$ cat config.mk
export PLATFORM = sky130hd
export DESIGN_NAME = frame_deadline_pacer_unit_flat
export DESIGN_NICKNAME = d
export VERILOG_FILES = /design/src/hw/rtl/fdp_pkg.sv /design/src/hw/rtl/fdp_if.sv /design/src/hw/rtl/frame_deadline_pacer_unit.sv /design/src/hw/rtl/fdp_sdiv.sv /design/src/hw/rtl/fdp_smul.sv /design/src/flat_wrapper.sv
export SDC_FILE = /design/constraint.sdc
export NUM_CORES = 2
export LEC_CHECK = 0
export CAP_MARGIN = 5
export CORE_MARGIN = 2
export CORE_UTILIZATION = 30
export DETAILED_ROUTE_END_ITERATION = 6
export DONT_BUFFER_PORTS = 1
export SYNTH_ARGS = -nofsm -noshare
export SYNTH_HDL_FRONTEND = slang
export SYNTH_SLANG_ARGS = --single-unit
$ cat constraint.sdc
create_clock -name clk -period 6.76 [get_ports clk]
set_input_delay 0.676 -clock clk [delete_from_list [all_inputs] [get_ports clk]]
set_output_delay 0.676 -clock clk [all_outputs]
set_load 0.01 [all_outputs]
$ cat src/hw/rtl/fdp_pkg.sv
// ----------------------------------------------------------------------------
// Frame deadline pacer package
// Widths, register indexes, rate mode codes and reset values shared by the
// pacer's interfaces and modules.
// ----------------------------------------------------------------------------
package fdp_pkg;

  localparam int FREQ_W  = 32;                 // counter frequency and period
  localparam int RATE_W  = 10;                 // frames per second
  localparam int LEAD_W  = 10;                 // lead in milliseconds
  localparam int TIME_W  = 63;                 // counter time
  localparam int ACC_W   = 64;                 // schedule arithmetic
  localparam int FC_W    = 32;                 // frame count
  localparam int MODE_W  = 2;
  localparam int IDX_W   = 3;
  localparam int MS_PER_S = 1000;
  localparam int KQ_W    = 23;                 // holds (2^32-1)/1000
  localparam int LCAP_W  = KQ_W + LEAD_W;
  localparam int DSTEP_W = $clog2(FREQ_W);
  localparam int MSTEP_W = $clog2(FC_W);

  typedef logic [FREQ_W-1:0] freq_t;
  typedef logic [RATE_W-1:0] rate_t;
  typedef logic [TIME_W-1:0] time_t;
  typedef logic [ACC_W-1:0]  acc_t;
  typedef logic [FC_W-1:0]   fcount_t;
  typedef logic [MODE_W-1:0] mode_t;
  typedef logic [IDX_W-1:0]  reg_idx_t;

  // Rate mode codes; the unused code behaves as normal.
  localparam mode_t MODE_NORMAL = 2'd0;
  localparam mode_t MODE_FAST   = 2'd1;
  localparam mode_t MODE_SLOW   = 2'd2;

  // Configuration register indexes.
  localparam reg_idx_t REG_COUNTER_FREQ = 3'd0;
  localparam reg_idx_t REG_NORMAL_RATE  = 3'd1;
  localparam reg_idx_t REG_FAST_RATE    = 3'd2;
  localparam reg_idx_t REG_SLOW_RATE    = 3'd3;
  localparam reg_idx_t REG_LEAD_MS      = 3'd4;
  localparam reg_idx_t REG_SPEED_EN     = 3'd5;

  // Reset values of the configuration registers.
  localparam freq_t RST_COUNTER_FREQ = 32'd10000000;
  localparam rate_t RST_NORMAL_RATE  = 10'd60;
  localparam rate_t RST_FAST_RATE    = 10'd240;
  localparam rate_t RST_SLOW_RATE    = 10'd30;
  localparam logic [LEAD_W-1:0] RST_LEAD_MS = 10'd0;

endpackage

$ cat src/hw/rtl/fdp_if.sv
// ----------------------------------------------------------------------------
// Frame deadline pacer channels
// Valid/ready channels for frame ticks and for the deadline results.
// ----------------------------------------------------------------------------
interface fdp_in_if;
  import fdp_pkg::*;

  logic  valid;
  logic  ready;
  time_t now;
  mode_t rate_mode;

  modport source (output valid, output now, output rate_mode, input ready);
  modport sink   (input valid, input now, input rate_mode, output ready);
endinterface

interface fdp_out_if;
  import fdp_pkg::*;

  logic  valid;
  logic  ready;
  time_t deadline;
  logic  resynced;
  logic  temporary_rate;

  modport source (output valid, output deadline, output resynced,
                  output temporary_rate, input ready);
  modport sink   (input valid, input deadline, input resynced,
                  input temporary_rate, output ready);
endinterface

$ cat src/hw/rtl/frame_deadline_pacer_unit.sv
// ----------------------------------------------------------------------------
// Frame deadline pacer
// Turns frame ticks into paced deadlines: picks the rate, derives period and
// early-release lead, and keeps or restarts the frame schedule.
//
//   Channel | Direction | Handshake    | Payload
//   in_ch   | in        | valid/ready  | now, rate_mode
//   out_ch  | out       | valid/ready  | deadline, resynced, temporary_rate
//   cfg_*   | in        | write enable | cfg_idx, cfg_wdata
//
// A tick is accepted only while the unit is idle, so a new tick waits until the
// last one is done: two bit-serial dividers run side by side for 32 steps
// (period and freq/1000), then a bit-serial multiply-accumulate takes 32 steps
// for start+count*period, then ST_ADJ applies the lead and ST_CMP compares.
// Reset is synchronous and active low. The result sits in an output register;
// a stalled result holds the compare state until the register frees up.
// ----------------------------------------------------------------------------
module frame_deadline_pacer_unit (
  input  logic              clk,
  input  logic              rst_n,
  fdp_in_if.sink            in_ch,
  fdp_out_if.source         out_ch,
  input  logic              cfg_we,
  input  fdp_pkg::reg_idx_t cfg_idx,
  input  fdp_pkg::freq_t    cfg_wdata
);
  import fdp_pkg::*;

  typedef enum logic [2:0] {ST_IDLE, ST_DIV, ST_MUL, ST_ADJ, ST_CMP} state_t;

  // Configuration.
  freq_t              freq_r;
  rate_t              normal_r;
  rate_t              fast_r;
  rate_t              slow_r;
  logic [LEAD_W-1:0]  lead_ms_r;
  logic               spd_en_r;

  // Schedule state.
  acc_t    sched_start_r;
  fcount_t frame_count_r;
  freq_t   last_period_r;

  // Per-tick working registers.
  state_t         state_r;
  time_t          now_r;
  logic           temp_r;
  freq_t          period_r;
  logic [KQ_W-1:0] kq_r;
  freq_t          lead_r;
  acc_t           target_r;

  // Result register.
  logic  out_valid_r;
  time_t out_deadline_r;
  logic  out_resynced_r;
  logic  out_temp_r;

  logic  in_xfer;
  rate_t sel_rate;
  rate_t div_rate;
  freq_t per_q;
  freq_t kq_q;
  logic  per_done;
  logic  kq_done;
  logic  mul_start;
  acc_t  mul_p;
  logic  mul_done;
  fcount_t count_inc;

  logic [LCAP_W-1:0] lead_cap;
  freq_t             half_period;
  freq_t             lead_nxt;
  acc_t              target_adj;
  acc_t              slot_end;
  logic              keep;
  logic              out_free;

  assign in_xfer  = in_ch.valid && in_ch.ready;
  assign out_free = !out_valid_r || out_ch.ready;

  always_comb begin
    sel_rate = normal_r;
    if (spd_en_r) begin
      if (in_ch.rate_mode == MODE_FAST) begin
        sel_rate = fast_r;
      end else if (in_ch.rate_mode == MODE_SLOW) begin
        sel_rate = slow_r;
      end
    end
    // A zero rate divides as one.
    div_rate = (sel_rate == '0) ? RATE_W'(1) : sel_rate;
  end

  assign count_inc = frame_count_r + FC_W'(1);
  assign mul_start = (state_r == ST_DIV) && per_done;

  fdp_sdiv u_per_div (
    .clk      (clk),
    .rst_n    (rst_n),
    .start    (in_xfer),
    .dividend (freq_r),
    .divisor  (div_rate),
    .quotient (per_q),
    .done     (per_done)
  );

  fdp_sdiv u_ms_div (
    .clk      (clk),
    .rst_n    (rst_n),
    .start    (in_xfer),
    .dividend (freq_r),
    .divisor  (RATE_W'(MS_PER_S)),
    .quotient (kq_q),
    .done     (kq_done)
  );

  fdp_smul u_mac (
    .clk     (clk),
    .rst_n   (rst_n),
    .start   (mul_start),
    .addend  (sched_start_r),
    .mcand   (per_q),
    .mplier  (count_inc),
    .product (mul_p),
    .done    (mul_done)
  );

  always_comb begin
    lead_cap    = LCAP_W'(kq_r) * LCAP_W'(lead_ms_r);
    half_period = {1'b0, period_r[FREQ_W-1:1]};
    lead_nxt    = (lead_cap < LCAP_W'(half_period)) ? lead_cap[FREQ_W-1:0] : half_period;
    // The lead only applies while the normal rate is in use.
    target_adj  = temp_r ? target_r : (target_r - ACC_W'(lead_r));
    slot_end    = target_r + ACC_W'(period_r);
    keep        = (slot_end >= ACC_W'(now_r)) && (period_r == last_period_r);
  end

  always_ff @(posedge clk) begin
    if (!rst_n) begin
      freq_r        <= RST_COUNTER_FREQ;
      normal_r      <= RST_NORMAL_RATE;
      fast_r        <= RST_FAST_RATE;
      slow_r        <= RST_SLOW_RATE;
      lead_ms_r     <= RST_LEAD_MS;
      spd_en_r      <= 1'b0;
      sched_start_r <= '0;
      frame_count_r <= '0;
      last_period_r <= '0;
      state_r       <= ST_IDLE;
      out_valid_r   <= 1'b0;
    end else begin
      if (cfg_we) begin
        case (cfg_idx)
          REG_COUNTER_FREQ: freq_r <= cfg_wdata;
          REG_NORMAL_RATE: begin
            // A zero normal rate is rejected.
            if (cfg_wdata[RATE_W-1:0] != '0) begin
              normal_r <= cfg_wdata[RATE_W-1:0];
            end
          end
          REG_FAST_RATE:    fast_r    <= cfg_wdata[RATE_W-1:0];
          REG_SLOW_RATE:    slow_r    <= cfg_wdata[RATE_W-1:0];
          REG_LEAD_MS:      lead_ms_r <= cfg_wdata[LEAD_W-1:0];
          REG_SPEED_EN:     spd_en_r  <= cfg_wdata[0];
          default: ;
        endcase
      end

      if (out_valid_r && out_ch.ready) begin
        out_valid_r <= 1'b0;
      end

      case (state_r)
        ST_IDLE: begin
          if (in_xfer) begin
            now_r   <= in_ch.now;
            temp_r  <= (sel_rate != normal_r);
            state_r <= ST_DIV;
          end
        end
        ST_DIV: begin
          if (per_done) begin
            period_r <= per_q;
            kq_r     <= kq_q[KQ_W-1:0];
            state_r  <= ST_MUL;
          end
        end
        ST_MUL: begin
          lead_r <= lead_nxt;
          if (mul_done) begin
            target_r <= mul_p;
            state_r  <= ST_ADJ;
          end
        end
        ST_ADJ: begin
          target_r <= target_adj;
          state_r  <= ST_CMP;
        end
        ST_CMP: begin
          if (out_free) begin
            out_valid_r <= 1'b1;
            out_temp_r  <= temp_r;
            if (keep) begin
              out_deadline_r <= target_r[TIME_W-1:0];
              out_resynced_r <= 1'b0;
              frame_count_r  <= count_inc;
            end else begin
              out_deadline_r <= now_r;
              out_resynced_r <= 1'b1;
              last_period_r  <= period_r;
              sched_start_r  <= ACC_W'(now_r);
              frame_count_r  <= '0;
            end
            state_r <= ST_IDLE;
          end
        end
        default: state_r <= ST_IDLE;
      endcase
    end
  end

  assign in_ch.ready           = (state_r == ST_IDLE);
  assign out_ch.valid          = out_valid_r;
  assign out_ch.deadline       = out_deadline_r;
  assign out_ch.resynced       = out_resynced_r;
  assign out_ch.temporary_rate = out_temp_r;

  a_start_div: assert property (@(posedge clk) disable iff (!rst_n)
    in_xfer |=> state_r == ST_DIV)
    else $error("tick transfer did not start the dividers");

  a_div_lockstep: assert property (@(posedge clk) disable iff (!rst_n)
    per_done |-> kq_done && state_r == ST_DIV)
    else $error("dividers finished out of step or outside the divide phase");

  a_mul_phase: assert property (@(posedge clk) disable iff (!rst_n)
    mul_done |-> state_r == ST_MUL)
    else $error("multiply finished outside the multiply phase");

  a_resync_clears: assert property (@(posedge clk) disable iff (!rst_n)
    $rose(out_valid_r) && out_resynced_r |-> frame_count_r == '0 &&
      sched_start_r == ACC_W'(out_deadline_r))
    else $error("resync result without a restarted schedule");

  a_result_idle: assert property (@(posedge clk) disable iff (!rst_n)
    $rose(out_valid_r) |-> state_r == ST_IDLE)
    else $error("result loaded while a tick is still in progress");

endmodule

$ cat src/hw/rtl/fdp_sdiv.sv
// ----------------------------------------------------------------------------
// Frame deadline pacer serial divider
// Restoring division of a 32-bit dividend by a nonzero 10-bit divisor, one
// quotient bit per cycle.
// ----------------------------------------------------------------------------
module fdp_sdiv (
  input  logic          clk,
  input  logic          rst_n,
  input  logic          start,
  input  fdp_pkg::freq_t dividend,
  input  fdp_pkg::rate_t divisor,
  output fdp_pkg::freq_t quotient,
  output logic          done
);
  import fdp_pkg::*;

  logic               busy_r;
  logic               done_r;
  logic [DSTEP_W-1:0] cnt_r;
  rate_t              rem_r;
  rate_t              dvs_r;
  freq_t              q_r;

  logic [RATE_W:0] trial;
  logic [RATE_W:0] diff;
  logic            ge;
  rate_t           rem_nxt;

  // The partial remainder stays below the divisor, so it fits in RATE_W bits.
  always_comb begin
    trial   = {rem_r, q_r[FREQ_W-1]};
    diff    = trial - {1'b0, dvs_r};
    ge      = (trial >= {1'b0, dvs_r});
    rem_nxt = ge ? diff[RATE_W-1:0] : trial[RATE_W-1:0];
  end

  always_ff @(posedge clk) begin
    if (!rst_n) begin
      busy_r <= 1'b0;
      done_r <= 1'b0;
      cnt_r  <= '0;
    end else begin
      done_r <= 1'b0;
      if (start) begin
        busy_r <= 1'b1;
        cnt_r  <= '0;
        rem_r  <= '0;
        dvs_r  <= divisor;
        q_r    <= dividend;
      end else if (busy_r) begin
        rem_r <= rem_nxt;
        q_r   <= {q_r[FREQ_W-2:0], ge};
        cnt_r <= cnt_r + DSTEP_W'(1);
        if (cnt_r == DSTEP_W'(FREQ_W - 1)) begin
          busy_r <= 1'b0;
          done_r <= 1'b1;
        end
      end
    end
  end

  assign quotient = q_r;
  assign done     = done_r;

endmodule

$ cat src/hw/rtl/fdp_smul.sv
// ----------------------------------------------------------------------------
// Frame deadline pacer serial multiply-accumulate
// Computes addend + mcand * mplier modulo 2^64, one multiplier bit per cycle.
// ----------------------------------------------------------------------------
module fdp_smul (
  input  logic             clk,
  input  logic             rst_n,
  input  logic             start,
  input  fdp_pkg::acc_t    addend,
  input  fdp_pkg::freq_t   mcand,
  input  fdp_pkg::fcount_t mplier,
  output fdp_pkg::acc_t    product,
  output logic             done
);
  import fdp_pkg::*;

  logic               busy_r;
  logic               done_r;
  logic [MSTEP_W-1:0] cnt_r;
  acc_t               acc_r;
  acc_t               mc_r;
  fcount_t            mp_r;

  always_ff @(posedge clk) begin
    if (!rst_n) begin
      busy_r <= 1'b0;
      done_r <= 1'b0;
      cnt_r  <= '0;
    end else begin
      done_r <= 1'b0;
      if (start) begin
        busy_r <= 1'b1;
        cnt_r  <= '0;
        acc_r  <= addend;
        mc_r   <= ACC_W'(mcand);
        mp_r   <= mplier;
      end else if (busy_r) begin
        if (mp_r[0]) begin
          acc_r <= acc_r + mc_r;
        end
        mc_r  <= {mc_r[ACC_W-2:0], 1'b0};
        mp_r  <= {1'b0, mp_r[FC_W-1:1]};
        cnt_r <= cnt_r + MSTEP_W'(1);
        if (cnt_r == MSTEP_W'(FC_W - 1)) begin
          busy_r <= 1'b0;
          done_r <= 1'b1;
        end
      end
    end
  end

  assign product = acc_r;
  assign done    = done_r;

endmodule

$ cat src/flat_wrapper.sv
// flat-port wrapper written by rule: the top's interface ports become plain ports
module frame_deadline_pacer_unit_flat import fdp_pkg::*;
  (clk, rst_n, cfg_we, cfg_idx, cfg_wdata, in_ch_valid, in_ch_now, in_ch_rate_mode, in_ch_ready, out_ch_valid, out_ch_deadline, out_ch_resynced, out_ch_temporary_rate, out_ch_ready);
  fdp_in_if in_ch_i ();
  fdp_out_if out_ch_i ();
  input  logic clk;
  input  logic rst_n;
  input  logic cfg_we;
  input  fdp_pkg::reg_idx_t cfg_idx;
  input  fdp_pkg::freq_t cfg_wdata;
  input wire logic [$bits(in_ch_i.valid)-1:0] in_ch_valid;
  input wire logic [$bits(in_ch_i.now)-1:0] in_ch_now;
  input wire logic [$bits(in_ch_i.rate_mode)-1:0] in_ch_rate_mode;
  output wire logic [$bits(in_ch_i.ready)-1:0] in_ch_ready;
  output wire logic [$bits(out_ch_i.valid)-1:0] out_ch_valid;
  output wire logic [$bits(out_ch_i.deadline)-1:0] out_ch_deadline;
  output wire logic [$bits(out_ch_i.resynced)-1:0] out_ch_resynced;
  output wire logic [$bits(out_ch_i.temporary_rate)-1:0] out_ch_temporary_rate;
  input wire logic [$bits(out_ch_i.ready)-1:0] out_ch_ready;
  assign in_ch_i.valid = in_ch_valid;
  assign in_ch_i.now = in_ch_now;
  assign in_ch_i.rate_mode = in_ch_rate_mode;
  assign in_ch_ready = in_ch_i.ready;
  assign out_ch_valid = out_ch_i.valid;
  assign out_ch_deadline = out_ch_i.deadline;
  assign out_ch_resynced = out_ch_i.resynced;
  assign out_ch_temporary_rate = out_ch_i.temporary_rate;
  assign out_ch_i.ready = out_ch_ready;
  frame_deadline_pacer_unit u_core (.clk(clk), .rst_n(rst_n), .in_ch(in_ch_i), .out_ch(out_ch_i), .cfg_we(cfg_we), .cfg_idx(cfg_idx), .cfg_wdata(cfg_wdata));
endmodule
Word level (Yosys, flattened, before mapping)
Index checks and enable logic that the tools add are counted.

word-level totals
  input bits = 105
  output and inout port bits = 67
  bits in registers = 758

cells by class
  $lt $le $gt $ge = 4
  add/subtract/negate cells = 9
  equal/unequal tests = 21
  $mul = 1
  reduce and logical (&&, ||, !) cells = 38
  muxes and demuxes = 44
  bitwise operators = 4

operator list
  operator                                                              count
  two-way mux 64 bit                                                    5
  two-way mux 32 bit                                                    8
  one-hot mux 64 bit (2 select lines)                                   1
  two-way mux 63 bit                                                    2
  two-way mux 10 bit                                                    7
  adder 64 x 32 -> 64 bit                                               1
  adder 64 bit                                                          1
  greater-or-equal comparator 64 x 63 -> 1 bit                          1
  subtractor 64 x 32 -> 64 bit                                          1
  less-than comparator 33 x 31 -> 1 bit                                 1
  multiplier 23 x 10 -> 33 bit                                          1
  adder 32 x 1 -> 32 bit (second input constant)                        1
  == test 32 bit                                                        1
  two-way mux 31 bit                                                    1
  AND reduction 2 bit                                                   11
  AND reduction 3 bit                                                   6
  adder 5 x 1 -> 5 bit (second input constant)                          3
  == test 5 bit (second input constant)                                 3
  two-way mux 1 bit                                                     15
  one-hot mux 3 bit (5 select lines)                                    1
  == test 3 x 2 -> 1 bit (second input constant)                        4
  two-way mux 3 bit                                                     4
  greater-or-equal comparator 11 x 10 -> 1 bit                          1
  greater-or-equal comparator 11 x 10 -> 1 bit (second input constant)  1
  20 further kinds                                                      40

Depth between registers and ports, before layout
  word-level depth = 5
  depth in mapped cells = 32
  depth with buffers taken out = 29

Hierarchy
From an unflattened synthesis, not the netlist that was laid out.

second synthesis, totals
  cell total of the unflattened synthesis = 4999
  area total of the unflattened synthesis = 49575.0 sq um

by module, submodules not included
  module                        area an instance (sq um)  cells each  instances
  frame_deadline_pacer_unit     33169.3                   3545        1
  fdp_smul                      10568.9                   1021        1
  fdp_sdiv at u_core.u_ms_div   2970.3                    224         1
  fdp_sdiv at u_core.u_per_div  2866.5                    209         1

Worst setup path before layout
Ideal clock, no wire load.

  kind = flip-flop to flip-flop
  from = register u_core.lead_ms_r[9]
  to = register u_core.lead_r[22] (data pin)
  stages on the path, launching flop included = 29
  arrival time = 6961 ps
  buffers on the path = 2
  data required time = 6500 ps
  slack = -461 ps
  cells stage by stage = dfxtp_1 -> clkbuf_1 -> nand2_1 -> fa_1 -> fa_1 -> inv_1 -> fa_1 -> fa_1 -> inv_1 -> fa_1 -> inv_1 -> ha_1 -> a21oi_1 -> nand2_1 -> o21ai_1 -> o21ai_0 -> or2_2 -> a311oi_1 -> o21ai_0 -> xor2_1 -> ha_1 -> nor2b_1 -> o21ai_0 -> nand2b_1 -> a21oi_1 -> o311a_1 -> nand2_1 -> buf_2 -> mux2_2

on the way
  longest elaborated chain between the ends = 3

ends and longest elaborated chain
  item                                   RTL line                          text
  from (decl)                            frame_deadline_pacer_unit.sv:36   logic [LEAD_W-1:0] lead_ms_r;
  from (signal assigned)                 frame_deadline_pacer_unit.sv:164  REG_LEAD_MS: lead_ms_r <= cfg_wdata[LEAD_W-1:0];
  multiplier 23 x 10 -> 33 bit *         frame_deadline_pacer_unit.sv:130  lead_cap = LCAP_W'(kq_r) * LCAP_W'(lead_ms_r);
  less-than comparator 33 x 31 -> 1 bit  frame_deadline_pacer_unit.sv:132  lead_nxt = (lead_cap < LCAP_W'(half_period)) ? lead_cap[FREQ_W-1:0] : half_period;
  two-way mux 31 bit *                   frame_deadline_pacer_unit.sv:132
  named net u_core.lead_nxt[22]          frame_deadline_pacer_unit.sv:73   freq_t lead_nxt;
  to (signal assigned)                   frame_deadline_pacer_unit.sv:190  lead_r <= lead_nxt;
  to (decl)                              frame_deadline_pacer_unit.sv:50   freq_t lead_r;

Mark *: on every way through the listed nets, which the timed path passes. The rest lies on a longest branch.
A chain may end at the register's enable or synchronous reset.

Worst setup path after layout
  from = register u_core.kq_r[8]
  to = register u_core.lead_r[6] (data pin)

on the way
  longest elaborated chain between the ends = 3

ends and longest elaborated chain
  item                                   RTL line                          text
  from (decl)                            frame_deadline_pacer_unit.sv:49   logic [KQ_W-1:0] kq_r;
  from (signal assigned)                 frame_deadline_pacer_unit.sv:185  kq_r <= kq_q[KQ_W-1:0];
  multiplier 23 x 10 -> 33 bit           frame_deadline_pacer_unit.sv:130
  less-than comparator 33 x 31 -> 1 bit  frame_deadline_pacer_unit.sv:132
  two-way mux 31 bit                     frame_deadline_pacer_unit.sv:132
  named net u_core.lead_nxt[6]           frame_deadline_pacer_unit.sv:73

The timed path passes the listed nets, and every way through them passes these cells.

==> results.toml <==
[worst_setup_path]
crit_required_ns = 7.21
cp-end-kind = "register"
worst-setup-path-type = "register to register"
critical_path.max_fanout = 15
cp-start-kind = "register"
r2r_end = "u_core.lead_r[6]"
rr_worst_depth = 26
reg2reg_slack_ns = -0.33
crit_arrival_ns = 7.55
worstReg2RegStart = "u_core.kq_r[8]"
cp-startpoint = "u_core.kq_r[8]"

[routing]
drt_iter0_drc = 3253
dr.pass1.iters = 5
vias_per_cell = 5.14
vias = 38902
drc_errors = 0
ant_nets = 0
routedWlPerCell_um = 19.8
wl_um = 150000

[power]
powerDensity_nw_per_um2 = 191
p_leak_nw = 22.7
max-vdd-ir-drop_mv = 0.193

[sta]
fin_ws_ns = -0.330
worst_pin_slew_ns = 1.29
hold_viol = 0
min_period_ns = 7.09
slew_headroom = 0.141
skew_ns = 0.0702
max_freq_ghz = 0.141
rsz0062_at_grt = "true"
report.final.setup_viol = 31
timing.final.crit_share = 1.05
slew_viol_final = 0

[die]
fp.dieH_um = 407
num_rows = 147
core_area_um2 = 161000
die_w_um = 407
die_area_um2 = 165000
initial_core_util = 0.303
ios = 172

[cts]
htreeDepth = 3
cts_tree = "built"
cts_max_path_buffers = 3
clk-insertion-delay-late_ns = 0.73
cts_sinks = 758
cts_buffers = 90
cts_root_buffer = "clkbuf_16"
clk_pin_slew_ns = 0.06

[global_route]
antenna_found_initial = 20
grt_usage = 0.177
grt_max_degree = 227
overflow = 0
grt_pass1_vias = 37340
grt_pass1_wl_um = 227000

[synthesis]
synth_cell_type_count = 76
synth_area_per_cell_um2 = 9.29
synthMuxAreaShare = 0.0121
syn_inst = 5234
ys_ff_latch = 758
synth-seq-area-share = 0.422
netlist_area_um2 = 48600
synth-edff-count = 534
synth_compound_area_frac = 0.140
synth-simple-area-share = 0.177
synthArstFlopShare = 0
synth_warnings = 0
synth_ff_type = "edfxtp_1"
synth_top_family_by_area = "simple AND/OR/NAND/NOR gates"
synth_xor_xnor_area_share = 0.0488
synthAdderAreaFrac = 0.149
syn_nets = 5815

[placed_design]
portBuffers = 0
dp_hpwl_um = 111000
gp_congestion = 0.919
dpl-instance-area_um2 = 52200

[run]
cap_violations = 0

[worst_hold_path]
hp-start = "in_ch_now[14]"
hp-class = "input pin to register"
hold_path_end = "u_core.now_r[14]"
holdPathStages = 0

[run_status]
violations = "setup timing"
outcome = "finished with violations"

[cells_and_area]
fin_util = 0.352
drive_above_1_share = 0.108
postLayoutCellArea_um2 = 56500
n_fill_cell = 16439
area_growth_pct = 16.2
fin_nets = 5905
==> where the power goes <==
group | switching (mW) | leakage [nW] | total [mW] | internal [mW]
Sequential | 0.0821 | 6.68 | 5.12 | 5.04
Clock | 2.15 | 1.49 | 5.02 | 2.87
Combinational | 0.385 | 14.6 | 0.658 | 0.273
Total | 2.61 | 22.7 | 10.8 | 8.19
==> worst max-delay path by stage <==
stage	to	slack (ns)	cells past startpoint
after floorplan	u_core.lead_r[22]	0.001	28
after global placement	u_core.lead_r[1]	-0.66	24
after detailed placement	u_core.lead_r[25]	-0.67	24
after CTS	u_core.lead_r[15]	-0.29	29
after global routing	u_core.lead_r[6]	-0.67	28
final	u_core.lead_r[6]	-0.33	26
==> cells in the mapped netlist, types with 30 or more instances <==
cell / count / area, um2
nor4_1: 32 / 200
nor2_1: 270 / 1010
a21oi_1: 405 / 2030
nand2_1: 882 / 3310
nand4_1: 73 / 457
o21ai_0: 393 / 1970
inv_1: 359 / 1350
xnor2_1: 167 / 1460
edfxtp_1: 534 / 16000
and2_1: 170 / 1060
and3_1: 30 / 188
nor3_1: 68 / 340
dfxtp_1: 224 / 4480
a31oi_1: 40 / 250
ha_1: 306 / 3830
nor2b_1: 33 / 206
fa_1: 170 / 3400
nand2b_1: 32 / 200
a21o_1: 101 / 758
mux2_2: 32 / 360
clkbuf_1: 237 / 890
o21bai_1: 32 / 240
nand3_1: 114 / 571
xor2_1: 104 / 911
or3_1: 108 / 676
==> logic make-up after synthesis <==
kind of cell	Yosys count
and+or+nand+nor	1862
AOI/OAI and AO/OA	1164
DFF	758
buffers and inverters	647
adders and majority gates	476
xor gates and xnor gates	271
muxes	55
other	1
==> critical path, stage by stage, from the launching register on <==
cell,delay [ns]
edfxtp_1,0.46
buf_6,0.16
and2_4,0.15
fa_2,0.54
fa_1,0.44
fa_2,0.49
fa_1,0.54
inv_1,0.05
fa_1,0.51
inv_2,0.05
ha_4,0.25
a211oi_2,0.18
nand2_1,0.09
a31oi_1,0.23
o21ai_2,0.10
buf_6,0.13
a221o_1,0.32
a21oi_2,0.18
xnor2_2,0.09
ha_1,0.29
nand4_1,0.09
nor3_1,0.24
a211oi_2,0.11
o311a_1,0.37
nand2_2,0.11
bufbuf_16,0.32
mux2_2,0.34
==> sequential cells by signal (all words and copies together), names as in the netlist, 23 cells and up <==
register	cells
u_core.target_r	64
u_core.u_mac.mc_r	64
u_core.u_mac.product	64
u_core.now_r	63
u_core.out_ch.deadline	63
u_core.sched_start_r	63
u_core.frame_count_r	32
u_core.freq_r	32
u_core.last_period_r	32
u_core.lead_r	32
u_core.period_r	32
u_core.u_mac.mp_r	32
u_core.u_ms_div.quotient	32
u_core.u_per_div.quotient	32
u_core.kq_r	23
==> metal layers <==
layer | global-route usage | part of all wire
met1 | 0.257 | 0.47
met5 | 0 | 0.00027
met2 | 0.275 | 0.44
met3 | 0.0260 | 0.065
met4 | 0.0474 | 0.026
==> timing repair <==
| action | 4_1_cts | 5_1_grt |
|---|---|---|
| endpoints found under the hold margin | 31 | 0 |
| pin swaps | 68 | 20 |
| hold buffers | 31 | 0 |
| gates resized for setup | 125 | 32 |
| cloned | 2 | 0 |
| setup endpoints to repair | 31 | 221 |
| setup buffers | 27 | 8 |
==> per-stage QoR <==
stage | TNS (ns) | total power [mW] | hold WS (ns) | setup WS, ns | instances
after global routing | -19.40 | 11.2 | 0.0239 | -0.673 | 7562
after global placement | -20.23 | 5.79 | 0.436 | -0.661 | 7325
after floorplan | 0 | 5.56 | 0.426 | 0.000983 | 5234
final | -8.92 | 10.8 | 0.0616 | -0.330 | 7563
after detailed placement | -20.15 | 5.81 | 0.434 | -0.669 | 7325
after CTS | -8.10 | 10.9 | 0.00651 | -0.289 | 7554
==> final cells by class <==
cell class,instances,area (um2),area share
Multi-Input combinational cell,3829,26400,0.466
Sequential cell,758,20500,0.363
Tap cell,2160,2700,0.0478
Timing Repair Buffer,285,2520,0.0446
Clock buffer,113,2410,0.0426
Inverter,360,1360,0.0240
Clock inverter,56,653,0.0116
Antenna cell,2,5.00,0.0000885
==> cells in the final DEF (no fill, tap or decap), drive strengths merged, types with 104 or more instances in the layout <==
cell type and instances:
a21oi 405, and2 171, buf 252, clkbuf 113, dfxtp 224, edfxtp 534
fa 170, ha 306, inv 363, nand2 883, nand3 114, nor2 270
o21ai 399, or3 109, xnor2 167, xor2 104
(Power assumes the default switching activity.)
